`src/sv/assert_macros.svh`:
```
// ----------------------------------------------------------------------------
// assert_macros.svh
// Assertion macros shared by the station name assembler modules.
// ----------------------------------------------------------------------------
`ifndef ASSERT_MACROS_SVH
`define ASSERT_MACROS_SVH

`ifndef ASSERT_OFF

`define ASSERT_PROP(lbl, clk, rst_n, prop, msg) \
    lbl: assert property (@(posedge clk) disable iff (!rst_n) prop) else $error(msg);

`define ASSERT_NEVER(lbl, clk, rst_n, expr, msg) \
    lbl: assert property (@(posedge clk) disable iff (!rst_n) !(expr)) else $error(msg);

`else

`define ASSERT_PROP(lbl, clk, rst_n, prop, msg)

`define ASSERT_NEVER(lbl, clk, rst_n, expr, msg)

`endif

`endif

```
`src/sv/rdsna_pkg.sv`:
```
`timescale 1ns / 1ps
// ----------------------------------------------------------------------------
// rdsna_pkg
// Types, constants and the character update rule of the station name assembler.
// ----------------------------------------------------------------------------
package rdsna_pkg;

    localparam int NAME_ROWS = 4;
    localparam int ROW_W     = 2;
    localparam int CHAR_W    = 8;
    localparam int S_TDATA_W = 32;
    localparam int M_TDATA_W = 24;

    localparam logic [CHAR_W-1:0] SPACE_CHAR = 8'h20;
    localparam logic [CHAR_W-1:0] PRINT_LOW  = 8'h20;
    localparam logic [CHAR_W-1:0] PRINT_HIGH = 8'h7E;

    localparam logic [4:0] GROUP_0A = 5'b00000;
    localparam logic [4:0] GROUP_0B = 5'b00001;

    localparam logic MODE_CLEAR = 1'b0;
    localparam logic MODE_GROUP = 1'b1;

    typedef logic [ROW_W-1:0]  row_t;
    typedef logic [CHAR_W-1:0] char_t;

    typedef struct packed {
        char_t cand_second;
        char_t cand_first;
        char_t disp_second;
        char_t disp_first;
    } row_data_t;

    localparam row_data_t ROW_RESET = '{SPACE_CHAR, SPACE_CHAR, SPACE_CHAR, SPACE_CHAR};

    typedef struct packed {
        logic      rd_en;
        row_t      rd_row;
        logic      wr_en;
        row_t      wr_row;
        row_data_t wr_data;
        logic      clr;
    } store_req_t;

    typedef struct packed {
        logic  ok;
        char_t disp;
        char_t cand;
    } char_upd_t;

    // A character equal to its candidate is confirmed; otherwise a printable
    // character becomes the new candidate.
    function automatic char_upd_t take_char(char_t disp, char_t cand, char_t ch);
        char_upd_t upd;
        upd.ok   = (cand == ch);
        upd.disp = disp;
        upd.cand = cand;
        if (upd.ok)
        begin
            upd.disp = ch;
        end
        else if ((ch >= PRINT_LOW) && (ch <= PRINT_HIGH))
        begin
            upd.cand = ch;
        end
        return upd;
    endfunction

endpackage

```
`src/sv/rdsna_store.sv`:
```
`timescale 1ns / 1ps
`include "assert_macros.svh"
// ----------------------------------------------------------------------------
// rdsna_store
// Name store: one row per character pair, holding display and candidate
// characters, with row valid bits, a registered read and write forwarding.
// ----------------------------------------------------------------------------
module rdsna_store
    import rdsna_pkg::*;
(
    input  logic       clk,
    input  logic       rst_n,
    input  store_req_t req,
    output row_data_t  rd_row_data
);

    row_data_t mem [NAME_ROWS];

    row_data_t              rd_data_reg;
    row_data_t              fwd_data_reg;
    row_t                   rd_row_reg;
    logic                   fwd_hit_reg;
    logic                   fwd_hit_next;
    logic [NAME_ROWS-1:0]   valid_reg;
    logic [NAME_ROWS-1:0]   valid_next;

    always_comb
    begin
        valid_next = valid_reg;
        if (req.clr)
        begin
            valid_next = '0;
        end
        else if (req.wr_en)
        begin
            valid_next[req.wr_row] = 1'b1;
        end
    end

    always_comb
    begin
        fwd_hit_next = fwd_hit_reg;
        if (req.rd_en)
        begin
            fwd_hit_next = req.wr_en && (req.wr_row == req.rd_row);
        end
    end

    always_ff @(posedge clk or negedge rst_n)
    begin
        if (!rst_n)
        begin
            valid_reg   <= '0;
            fwd_hit_reg <= 1'b0;
        end
        else
        begin
            valid_reg   <= valid_next;
            fwd_hit_reg <= fwd_hit_next;
        end
    end

    always_ff @(posedge clk)
    begin
        if (req.wr_en)
        begin
            mem[req.wr_row] <= req.wr_data;
        end
        if (req.rd_en)
        begin
            rd_data_reg  <= mem[req.rd_row];
            rd_row_reg   <= req.rd_row;
            fwd_data_reg <= req.wr_data;
        end
    end

    always_comb
    begin
        if (fwd_hit_reg)
        begin
            rd_row_data = fwd_data_reg;
        end
        else if (valid_reg[rd_row_reg])
        begin
            rd_row_data = rd_data_reg;
        end
        else
        begin
            rd_row_data = ROW_RESET;
        end
    end

    `ASSERT_PROP(a_write_sets_valid, clk, rst_n, req.wr_en |=> valid_reg[$past(req.wr_row)], "written row not marked valid")
    `ASSERT_PROP(a_clear_drops_valid, clk, rst_n, req.clr |=> (valid_reg == '0), "clear left a row valid")

endmodule

```
`src/sv/rds_station_name_assembler.sv`:
```
`timescale 1ns / 1ps
`include "assert_macros.svh"
// ----------------------------------------------------------------------------
// rds_station_name_assembler
// Assembles the 8-character RDS station name from group 0A and 0B requests.
// ----------------------------------------------------------------------------
// Input requests arrive on the s_ channel: s_tuser is the mode (0 clears both
// name stores to spaces, 1 carries one RDS group), s_tdata holds block B and
// block D. Every input request yields exactly one output request on the m_
// channel: m_tuser flags a name group, m_tdata holds the addressed segment,
// the two display characters after the update and their confirmation flags.
// Other group types and clears give an all-zero output request.
// The store row is read when a request is accepted and written back as the
// request leaves the working stage, where the output register takes its
// result. One request is accepted per cycle unless the receiver stalls;
// back-to-back requests to the same row are served by forwarding the written row.
// Reset clears the row valid bits at once, so the stores read as spaces and
// no clearing pass is needed. When the receiver stalls, the output register
// holds its request and the block keeps accepting until its single working
// stage is full as well.
// ----------------------------------------------------------------------------
module rds_station_name_assembler
    import rdsna_pkg::*;
(
    input  logic                 clk,
    input  logic                 rst_n,
    input  logic                 s_tvalid,
    output logic                 s_tready,
    input  logic [S_TDATA_W-1:0] s_tdata,  // block_b[15:0], block_d[31:16]
    input  logic                 s_tuser,  // mode[0]
    output logic                 m_tvalid,
    input  logic                 m_tready,
    output logic [M_TDATA_W-1:0] m_tdata,  // segment[1:0], first_char[9:2],
                                           // second_char[17:10],
                                           // first_confirmed[18],
                                           // second_confirmed[19], zero[23:20]
    output logic                 m_tuser   // is_name_group[0]
);

    logic                 s1_valid_reg;
    logic                 s1_valid_next;
    logic                 s1_mode_reg;
    logic [15:0]          s1_b_reg;
    logic [15:0]          s1_d_reg;
    logic                 m_valid_reg;
    logic                 m_valid_next;
    logic [M_TDATA_W-1:0] m_data_reg;
    logic                 m_user_reg;

    logic       out_free;
    logic       s1_go;
    logic       accept;
    logic       is_name;
    row_t       seg;
    row_data_t  row_data;
    char_upd_t  upd_first;
    char_upd_t  upd_second;
    store_req_t req;

    assign out_free = !m_valid_reg || m_tready;
    assign s1_go    = s1_valid_reg && out_free;
    assign s_tready = !s1_valid_reg || out_free;
    assign accept   = s_tvalid && s_tready;

    assign is_name = (s1_mode_reg == MODE_GROUP)
                  && ((s1_b_reg[15:11] == GROUP_0A) || (s1_b_reg[15:11] == GROUP_0B));
    assign seg     = s1_b_reg[ROW_W-1:0];

    assign upd_first  = take_char(row_data.disp_first, row_data.cand_first, s1_d_reg[15:8]);
    assign upd_second = take_char(row_data.disp_second, row_data.cand_second, s1_d_reg[7:0]);

    always_comb
    begin
        req.rd_en               = accept;
        req.rd_row              = s_tdata[ROW_W-1:0];
        req.wr_en               = s1_go && is_name;
        req.wr_row              = seg;
        req.wr_data.disp_first  = upd_first.disp;
        req.wr_data.disp_second = upd_second.disp;
        req.wr_data.cand_first  = upd_first.cand;
        req.wr_data.cand_second = upd_second.cand;
        req.clr                 = s1_go && (s1_mode_reg == MODE_CLEAR);
    end

    rdsna_store u_store
    (
        .clk         (clk),
        .rst_n       (rst_n),
        .req         (req),
        .rd_row_data (row_data)
    );

    always_comb
    begin
        s1_valid_next = s1_valid_reg;
        if (accept)
        begin
            s1_valid_next = 1'b1;
        end
        else if (s1_go)
        begin
            s1_valid_next = 1'b0;
        end
    end

    always_comb
    begin
        m_valid_next = m_valid_reg;
        if (s1_go)
        begin
            m_valid_next = 1'b1;
        end
        else if (m_tready)
        begin
            m_valid_next = 1'b0;
        end
    end

    always_ff @(posedge clk or negedge rst_n)
    begin
        if (!rst_n)
        begin
            s1_valid_reg <= 1'b0;
            m_valid_reg  <= 1'b0;
        end
        else
        begin
            s1_valid_reg <= s1_valid_next;
            m_valid_reg  <= m_valid_next;
        end
    end

    always_ff @(posedge clk)
    begin
        if (accept)
        begin
            s1_mode_reg <= s_tuser;
            s1_b_reg    <= s_tdata[15:0];
            s1_d_reg    <= s_tdata[31:16];
        end
        if (s1_go)
        begin
            m_user_reg <= is_name;
            if (is_name)
            begin
                m_data_reg <= {4'b0000, upd_second.ok, upd_first.ok,
                               upd_second.disp, upd_first.disp, seg};
            end
            else
            begin
                m_data_reg <= '0;
            end
        end
    end

    assign m_tvalid = m_valid_reg;
    assign m_tdata  = m_data_reg;
    assign m_tuser  = m_user_reg;

    `ASSERT_NEVER(a_no_write_on_clear, clk, rst_n,
                  req.wr_en && req.clr, "row write during a clear")
    `ASSERT_PROP(a_other_group_zero, clk, rst_n,
                 (m_tvalid && !m_tuser) |-> (m_tdata == '0), "non-name result carries data")

endmodule
```
`config.mk`:
```
export PLATFORM = sky130hd
export DESIGN_NAME = rds_station_name_assembler
export DESIGN_NICKNAME = d
export VERILOG_FILES = /design/src/sv/rdsna_pkg.sv /design/src/sv/rdsna_store.sv /design/src/sv/rds_station_name_assembler.sv
export VERILOG_INCLUDE_DIRS = /design/src /design/src/sv
export SDC_FILE = /design/constraint.sdc
export NUM_CORES = 1
export LEC_CHECK = 0
export ABC_AREA = 1
export BUFFER_PORTS_ARGS = -buffer_cell sky130_fd_sc_hd__buf_4
export CAP_MARGIN = 20
export CELL_PAD_IN_SITES_DETAIL_PLACEMENT = 1
export CELL_PAD_IN_SITES_GLOBAL_PLACEMENT = 1
export CORE_ASPECT_RATIO = 1.75
export CORE_MARGIN = 2
export CORE_UTILIZATION = 25
export CTS_CLUSTER_SIZE = 25
export DETAILED_ROUTE_END_ITERATION = 10
export GPL_ROUTABILITY_DRIVEN = 0
export PLACE_DENSITY_LB_ADDON = 0.1
export SYNTH_ARGS = -nofsm -noshare
export SYNTH_HDL_FRONTEND = slang
export SYNTH_HIERARCHICAL = 1
export SYNTH_SLANG_ARGS = --single-unit
```
`constraint.sdc`:
```
create_clock -name clk -period 3.2 [get_ports clk]
set_input_delay 0.32 -clock clk [delete_from_list [all_inputs] [get_ports clk]]
set_output_delay 0.32 -clock clk [all_outputs]
set_load 0.03 [all_outputs]
```
==> results of run 1 <==
-- metrics by stage --
| stage | util (%) | worst slack [ps] | hold slack (ps) |
|---|---|---|---|
| 2_1_floorplan | - | 19.8 | 24.4 |
| 3_3_place_gp | 27.8 | 580 | 147 |
| 3_5_place_dp | 27.8 | 532 | 146 |
| 4_1_cts | 30.4 | 521 | 33.5 |
| 5_1_grt | 30.4 | 362 | 53.9 |
| 6_report | 30.4 | 605 | 63.1 |
-- cells by family after synthesis --
group                  share of synthesized area [%]
flip-flops                                      73.8
other                                         0.0378
AO/OA/AOI/OAI                                   7.73
AND/OR/NAND/NOR                                 12.3
buffers and inverters                           5.43
XOR/XNOR                                       0.794
-- cell type report --
class,count,area (µm²)
Tap cell,490,613
Inverter,77,292
Clock buffer,31,648
Sequential cell,245,7320
Multi-Input combinational cell,456,2080
Clock inverter,14,146
Fill cell,4242,27300
Timing Repair Buffer,93,791
-- routing by layer --
layer / vias to the layer above / routed length, µm
met1: 3071 / 11000
met2: 64 / 14600
met5: - / 0
met3: 39 / 565
li1: 2971 / -
met4: 0 / 727
-- power groups by stage --
stage / sequential (mW) / combinational (mW) / clock (mW)
floorplan: 3.89 / 0.315 / 0
global placement: 3.84 / 0.612 / 0
detailed placement: 3.84 / 0.618 / 0
CTS: 3.77 / 0.641 / 3.02
global route: 3.78 / 0.689 / 3.11
finish: 3.77 / 0.614 / 2.90
-- worst max-delay path: stages (launching register included) --
cell and delay (ps):
sky130_fd_sc_hd__edfxtp_1 420, sky130_fd_sc_hd__inv_2 80, sky130_fd_sc_hd__nand2_1 60, sky130_fd_sc_hd__nand3_2 90, sky130_fd_sc_hd__nand2_4 220, sky130_fd_sc_hd__o21ai_0 450, sky130_fd_sc_hd__xnor2_1 170, sky130_fd_sc_hd__nand2_1 100
sky130_fd_sc_hd__nor2_2 300, sky130_fd_sc_hd__nand3_1 190, sky130_fd_sc_hd__nand2_1 140, sky130_fd_sc_hd__inv_1 100
-- cells in the mapped netlist (3+ instances only) --
| master | count |
|---|---|
| sky130_fd_sc_hd__inv_2 | 8 |
| sky130_fd_sc_hd__nand2_1 | 150 |
| sky130_fd_sc_hd__edfxtp_1 | 238 |
| sky130_fd_sc_hd__buf_4 | 4 |
| sky130_fd_sc_hd__xnor2_1 | 9 |
| sky130_fd_sc_hd__nand2_2 | 4 |
| sky130_fd_sc_hd__o21ai_0 | 83 |
| sky130_fd_sc_hd__clkbuf_1 | 11 |
| sky130_fd_sc_hd__o22ai_1 | 33 |
| sky130_fd_sc_hd__inv_1 | 69 |
| sky130_fd_sc_hd__dfrtp_1 | 7 |
| sky130_fd_sc_hd__buf_2 | 11 |
| sky130_fd_sc_hd__or2_2 | 3 |
| sky130_fd_sc_hd__a21oi_1 | 3 |
| sky130_fd_sc_hd__nand3_1 | 27 |
| sky130_fd_sc_hd__nor2_1 | 102 |
| sky130_fd_sc_hd__nor2_2 | 4 |
| sky130_fd_sc_hd__buf_6 | 11 |
| sky130_fd_sc_hd__o21ai_1 | 23 |
-- repair_timing --
action	CTS	global route
endpoints found under the hold margin	28	0
hold buffers	22	0
setup endpoints to repair	0	0
-- final timing paths --
check,to,from,depth (start not counted),slack (ps)
max in group asynchronous,u_store/valid_reg[0],rst_n,2,2930
setup reg to reg,u_store/fwd_data_reg[9],u_store/rd_row_reg[0],11,610
hold / removal,s1_valid_reg,s_tvalid,3,60
hold reg to reg,u_store/valid_reg[2],u_store/valid_reg[2],2,500
min in group asynchronous,u_store/fwd_hit_reg,rst_n,2,140
setup / recovery,u_store/fwd_data_reg[9],u_store/rd_row_reg[0],11,610
==> impl_metrics.py, run 1 <==
metrics = {
    "routing": {
        "drt_pre_antenna_iters": 4,
        "avgRoutedWirePerCell_um": 19.1,
        "viasPerCell": 4.37,
        "antenna_left": 0,
        "route.detailed.drc": 0,
        "drt_iter0_markers": 254,
        "routed-via-count": 6145,
        "wl_um": 26900,
    },
    "cts": {
        "clock-root-buffer": "sky130_fd_sc_hd__clkbuf_16",
        "clk-insertion-delay-late_ps": 540,
        "cts_repair_resize_count": 0,
        "cts_setup_buffers": 0,
        "cts_num_sinks": 245,
        "clk_path_buf_depth": 3,
        "clk_pin_slew_ps": 60,
        "cts_made_buffers": 25,
        "h-tree-depth": 1,
        "tritoncts_clock_tree": "yes",
    },
    "yosys": {
        "synth_top_area_share_pct": 72.0,
        "netlist.top_cell.by_area": "sky130_fd_sc_hd__edfxtp_1",
        "synthCells": 812,
        "number_of_flops_mapped_to_enable_cells_by_yosys": 238,
        "syn-cell-area_um2": 9930,
        "synthesis.yosys.warnings": 6,
        "seq_area_frac_synth_pct": 73.8,
        "yosys_most_used_dff": "sky130_fd_sc_hd__edfxtp_1",
        "syn_area_per_cell_um2": 12.2,
        "synth.top_cells.by_area": "sky130_fd_sc_hd__edfxtp_1, sky130_fd_sc_hd__nand2_1, sky130_fd_sc_hd__o21ai_0",
        "asyncSetResetFlopFracSynth_pct": 2.86,
        "yosys.cell_types.count": 27,
        "yosys_register_bits": 245,
    },
    "timing": {
        "rsz0062_at_grt": "no",
        "drv_slew": 0,
        "fin_worst_skew_ps": 14.1,
        "finalWorstPathRequiredPeriod_ps": 2590,
        "fin_crit_sh_pct": 81.1,
        "report.final.setup_viol": 0,
        "setup_total_negative_slack_ps": 0,
        "timing.slew.headroom_pct": 42.7,
        "max_freq_mhz": 385,
        "finalHoldViolCount": 0,
        "worst-slew-pin-transition_ps": 858,
    },
    "critical_path": {
        "critPathKind": "register to register",
        "worst_setup_path_start_kind": "register",
        "worstSetupEndpointType": "register",
        "crit_arrival_ps": 2860,
        "timing.critical_path.required_ps": 3460,
        "cp_max_fo": 22,
    },
    "global_route": {
        "globalRouteTotalUtil_pct": 13.1,
        "vias_in_the_first_global_route": 6560,
        "globalRoute.totalOverflow": 0,
        "grt_most_used_layer": "met2",
        "grt_antenna_before_repair": 0,
        "grt.met3_usage_pct": 1.42,
        "first_pass_grt_wire_length_um": 40500,
        "use_met2_pct": 25.4,
        "largest_net_degree_at_the_start_of_global_routing": 66,
        "grt_util_met1_pct": 14.8,
    },
    "status": {
        "outcome": "finished, final reports clean",
    },
    "layout": {
        "layout-drive-gt1-share_pct": 13.9,
        "num_antenna_cells": 0,
        "post-route-cell-area_um2": 11900,
        "nNetsFinal": 935,
        "layoutNonFillerInstCount": 1406,
        "relative_area_change_from_synthesis_to_final_layout_pct": 19.8,
        "layout.cells.most_common": "sky130_fd_sc_hd__edfxtp_1",
        "leading_cell_types_in_the_layout_fill_and_taps_excluded": "sky130_fd_sc_hd__edfxtp_1, sky130_fd_sc_hd__nand2_1, sky130_fd_sc_hd__nor2_1",
        "largest_register_ffs": 128,
    },
    "floorplan": {
        "die_width_um": 155,
        "floorplan.io_pins": 64,
        "die_h_um": 268,
        "design.die.area_um2": 41400,
        "effective_utilization_at_floorplan_pct": 25.4,
        "core_region_area_um2": 39200,
        "placement_rows": 96,
    },
    "power_and_ir_drop": {
        "ir_worst_vdd_mv": 0.292,
        "power.internal_mw": 5.57,
        "comb_power_share_pct": 8.4,
        "cellPowerDensity_nw_per_um2": 612,
        "total_switching_power_mw": 1.70,
        "power_mw": 7.28,
        "switching_share_pct": 23.4,
        "pleak_nw": 4.41,
        "clock_power_share_pct": 39.8,
        "seqPwrFrac_pct": 51.8,
    },
    "placement": {
        "port_buffers": 49,
        "detailedPlacementHpwl_um": 16400,
        "postPlaceCellArea_um2": 10900,
        "placed_insts": 1339,
    },
    "min_path": {
        "min-delay-path-class": "input pin to register",
    },
    "flow_run": {
        "cap_viol_max_count": 0,
    },
}
Note: power is estimated with default switching activity, not from simulation.
==> inputs of run 2 (changes only) <==
==> constraint.sdc (replaced) <==
create_clock -name clk -period 2.2 [get_ports clk]
set_input_delay 0.22 -clock clk [delete_from_list [all_inputs] [get_ports clk]]
set_output_delay 0.22 -clock clk [all_outputs]
set_load 0.03 [all_outputs]
==> impl_metrics.py, run 2 (synthesis gave the netlist of run 1 again) <==
metrics = {
    "critical_path": {
        "setup.worst_path.start": "u_store/rd_row_reg[0]",
        "critPathKind": "register to register",
        "slowest_stage": "sky130_fd_sc_hd__edfxtp_1",
        "crit_path_depth": 14,
        "critPathMaxStageDelay_ps": 430,
        "critPathTopFamily": "simple AND/OR/NAND/NOR gates",
        "worst_setup_path_start_kind": "register",
        "crit-reg2reg-launch": "u_store/rd_row_reg[0]",
        "worstRegToRegCells": 14,
        "path_common_cell": "sky130_fd_sc_hd__nand2_2",
        "timing.critical_path.required_ps": 2480,
        "worst_path_bufs_invs": 4,
        "crit_arrival_ps": 2510,
        "path_cells": "inv_2 -> nand2_2 -> nand3_4 -> nand2_8 -> buf_12 -> o21ai_4 -> nand2_1 -> nand2_1 -> nand2_2 -> nor2_2 -> buf_6 -> nand3_2 -> nand2_2 -> inv_2",
        "cp_max_fo": 8,
        "worstSetupEndpointType": "register",
    },
    "global_route": {
        "globalRoute.totalOverflow": 0,
        "largest_net_degree_at_the_start_of_global_routing": 40,
        "grt_antenna_before_repair": 0,
        "vias_in_the_first_global_route": 6893,
        "globalRouteTotalUtil_pct": 13.6,
        "first_pass_grt_wire_length_um": 41900,
    },
    "layout": {
        "largest_register_ffs": 128,
        "num_antenna_cells": 0,
        "leading_cell_types_in_the_layout_fill_and_taps_excluded": "sky130_fd_sc_hd__edfxtp_1, sky130_fd_sc_hd__nand2_1, sky130_fd_sc_hd__nor2_1",
        "layout-drive-gt1-share_pct": 27.1,
        "relative_area_change_from_synthesis_to_final_layout_pct": 30.4,
        "multi_input_area_um2": 2530,
        "fillers": 4182,
        "nNetsFinal": 970,
        "layoutNonFillerInstCount": 1441,
        "layout.cells.most_common": "sky130_fd_sc_hd__edfxtp_1",
        "utilization_pct": 33.1,
        "regArea_um2": 7320,
    },
    "power_and_ir_drop": {
        "clock_power_share_pct": 43.0,
        "ir_worst_vdd_mv": 0.399,
        "pleak_nw": 4.76,
        "switching_share_pct": 22.9,
        "comb_power_share_pct": 9.5,
        "power_mw": 11.6,
        "cellPowerDensity_nw_per_um2": 892,
        "power.internal_mw": 8.91,
        "seqPwrFrac_pct": 47.5,
        "total_switching_power_mw": 2.64,
    },
    "floorplan": {
        "die_width_um": 155,
        "die_h_um": 268,
        "placement_rows": 96,
        "design.die.area_um2": 41400,
        "floorplan.io_pins": 64,
        "core_region_area_um2": 39200,
        "effective_utilization_at_floorplan_pct": 25.4,
    },
    "routing": {
        "avgRoutedWirePerCell_um": 19.2,
        "routed-via-count": 6352,
        "antenna_left": 0,
        "wl_um": 27600,
        "viasPerCell": 4.41,
        "drt_iter0_markers": 251,
        "drt_pre_antenna_iters": 4,
        "route.detailed.drc": 0,
    },
    "placement": {
        "detailedPlacementHpwl_um": 16900,
        "port_buffers": 49,
        "placed_insts": 1364,
        "preCtsSetupSlack_ps": -200,
    },
    "timing": {
        "finalWorstPathRequiredPeriod_ps": 2230,
        "report.final.setup_viol": 25,
        "drv_slew": 0,
        "rsz0062_at_grt": "yes",
        "finalHoldViolCount": 0,
        "worst-slew-pin-transition_ps": 642,
        "fin_worst_skew_ps": 13.8,
        "timing.final.ws_setup_ps": -33.0,
        "timing.slew.headroom_pct": 56.7,
        "fin_crit_sh_pct": 102,
        "max_freq_mhz": 448,
    },
    "cts": {
        "clock-root-buffer": "sky130_fd_sc_hd__clkbuf_16",
        "h-tree-depth": 1,
        "clk_path_buf_depth": 3,
        "tritoncts_clock_tree": "yes",
        "cts_made_buffers": 25,
        "clk_pin_slew_ps": 70,
        "clk-insertion-delay-late_ps": 530,
        "cts_num_sinks": 245,
    },
    "status": {
        "failed_checks": "negative setup slack",
        "outcome": "finished with violations",
    },
    "flow_run": {
        "cap_viol_max_count": 0,
    },
    "min_path": {
        "min-delay-path-class": "input pin to asynchronous set/reset pin",
    },
}
## run 2: cell count changes in the layout (fill, tap and decap cells not counted), moves of 13 or more
cell                      before  now
sky130_fd_sc_hd__nand2_2       4   28
sky130_fd_sc_hd__inv_2         8   21
sky130_fd_sc_hd__nand3_1      27    9
sky130_fd_sc_hd__nand2_1     150  119
sky130_fd_sc_hd__inv_1        68   50
## run 2: stage by stage
stage	hold WS, ps	setup TNS, ps	cell area (µm²)
global route	43.7	-12030	12900
finish	47.8	-321	12900
CTS	25.4	-493	12700
detailed placement	59.1	-13190	11200
global placement	60.4	-11140	11200
floorplan	-75.6	-25930	9970
## run 2: layout make-up
cell class                 count  area share, %
tap                          490           4.73
timing repair buffer         126           9.49
inverter                      77           2.37
clock buffer                  29           4.95
clock inverter                16           2.38
multi-input combinational    458           19.5
sequential                   245           56.6
## run 2: power groups by stage
stage	clock network [mW]	logic, mW	registers, mW
3_5_place_dp	0	0.951	5.59
6_report	4.97	1.09	5.48
5_1_grt	5.27	1.21	5.51
2_1_floorplan	0	0.465	5.66
3_3_place_gp	0	0.941	5.59
4_1_cts	5.14	1.07	5.49
## run 2: what timing repair did
item,in CTS,in global routing
pin swaps,26,32
resized for setup,83,61
endpoints found under the hold margin,30,0
gates cloned,2,0
hold buffers,25,0
setup buffers,3,4
setup endpoints to repair,98,98
## run 2: worst reg2reg max path, stage by stage, from the launching register on
cell and delay [ps]:
sky130_fd_sc_hd__edfxtp_1 430, sky130_fd_sc_hd__inv_2 100, sky130_fd_sc_hd__nand2_2 60, sky130_fd_sc_hd__nand3_4 170
sky130_fd_sc_hd__nand2_8 160, sky130_fd_sc_hd__buf_12 180, sky130_fd_sc_hd__o21ai_4 130, sky130_fd_sc_hd__nand2_1 70
sky130_fd_sc_hd__nand2_1 80, sky130_fd_sc_hd__nand2_2 80, sky130_fd_sc_hd__nor2_2 120, sky130_fd_sc_hd__buf_6 150
sky130_fd_sc_hd__nand3_2 100, sky130_fd_sc_hd__nand2_2 100, sky130_fd_sc_hd__inv_2 60
## run 2: path summary, 6_finish.rpt
check                                       end  slack [ps]
min                                s1_valid_reg          50
min reg2reg                u_store/valid_reg[2]         540
max reg2reg                   u_store/mem[0][2]         -30
max                           u_store/mem[0][2]         -30
min in group clk                    s1_b_reg[0]         190
max in group asynchronous              m_tvalid        2000
## run 2: layer usage
metal | GRT usage, % | routed length [µm]
met4 | 4.60 | 698
met5 | 0 | 0
met3 | 1.46 | 652
met1 | 15.3 | 10900
met2 | 26.3 | 15400
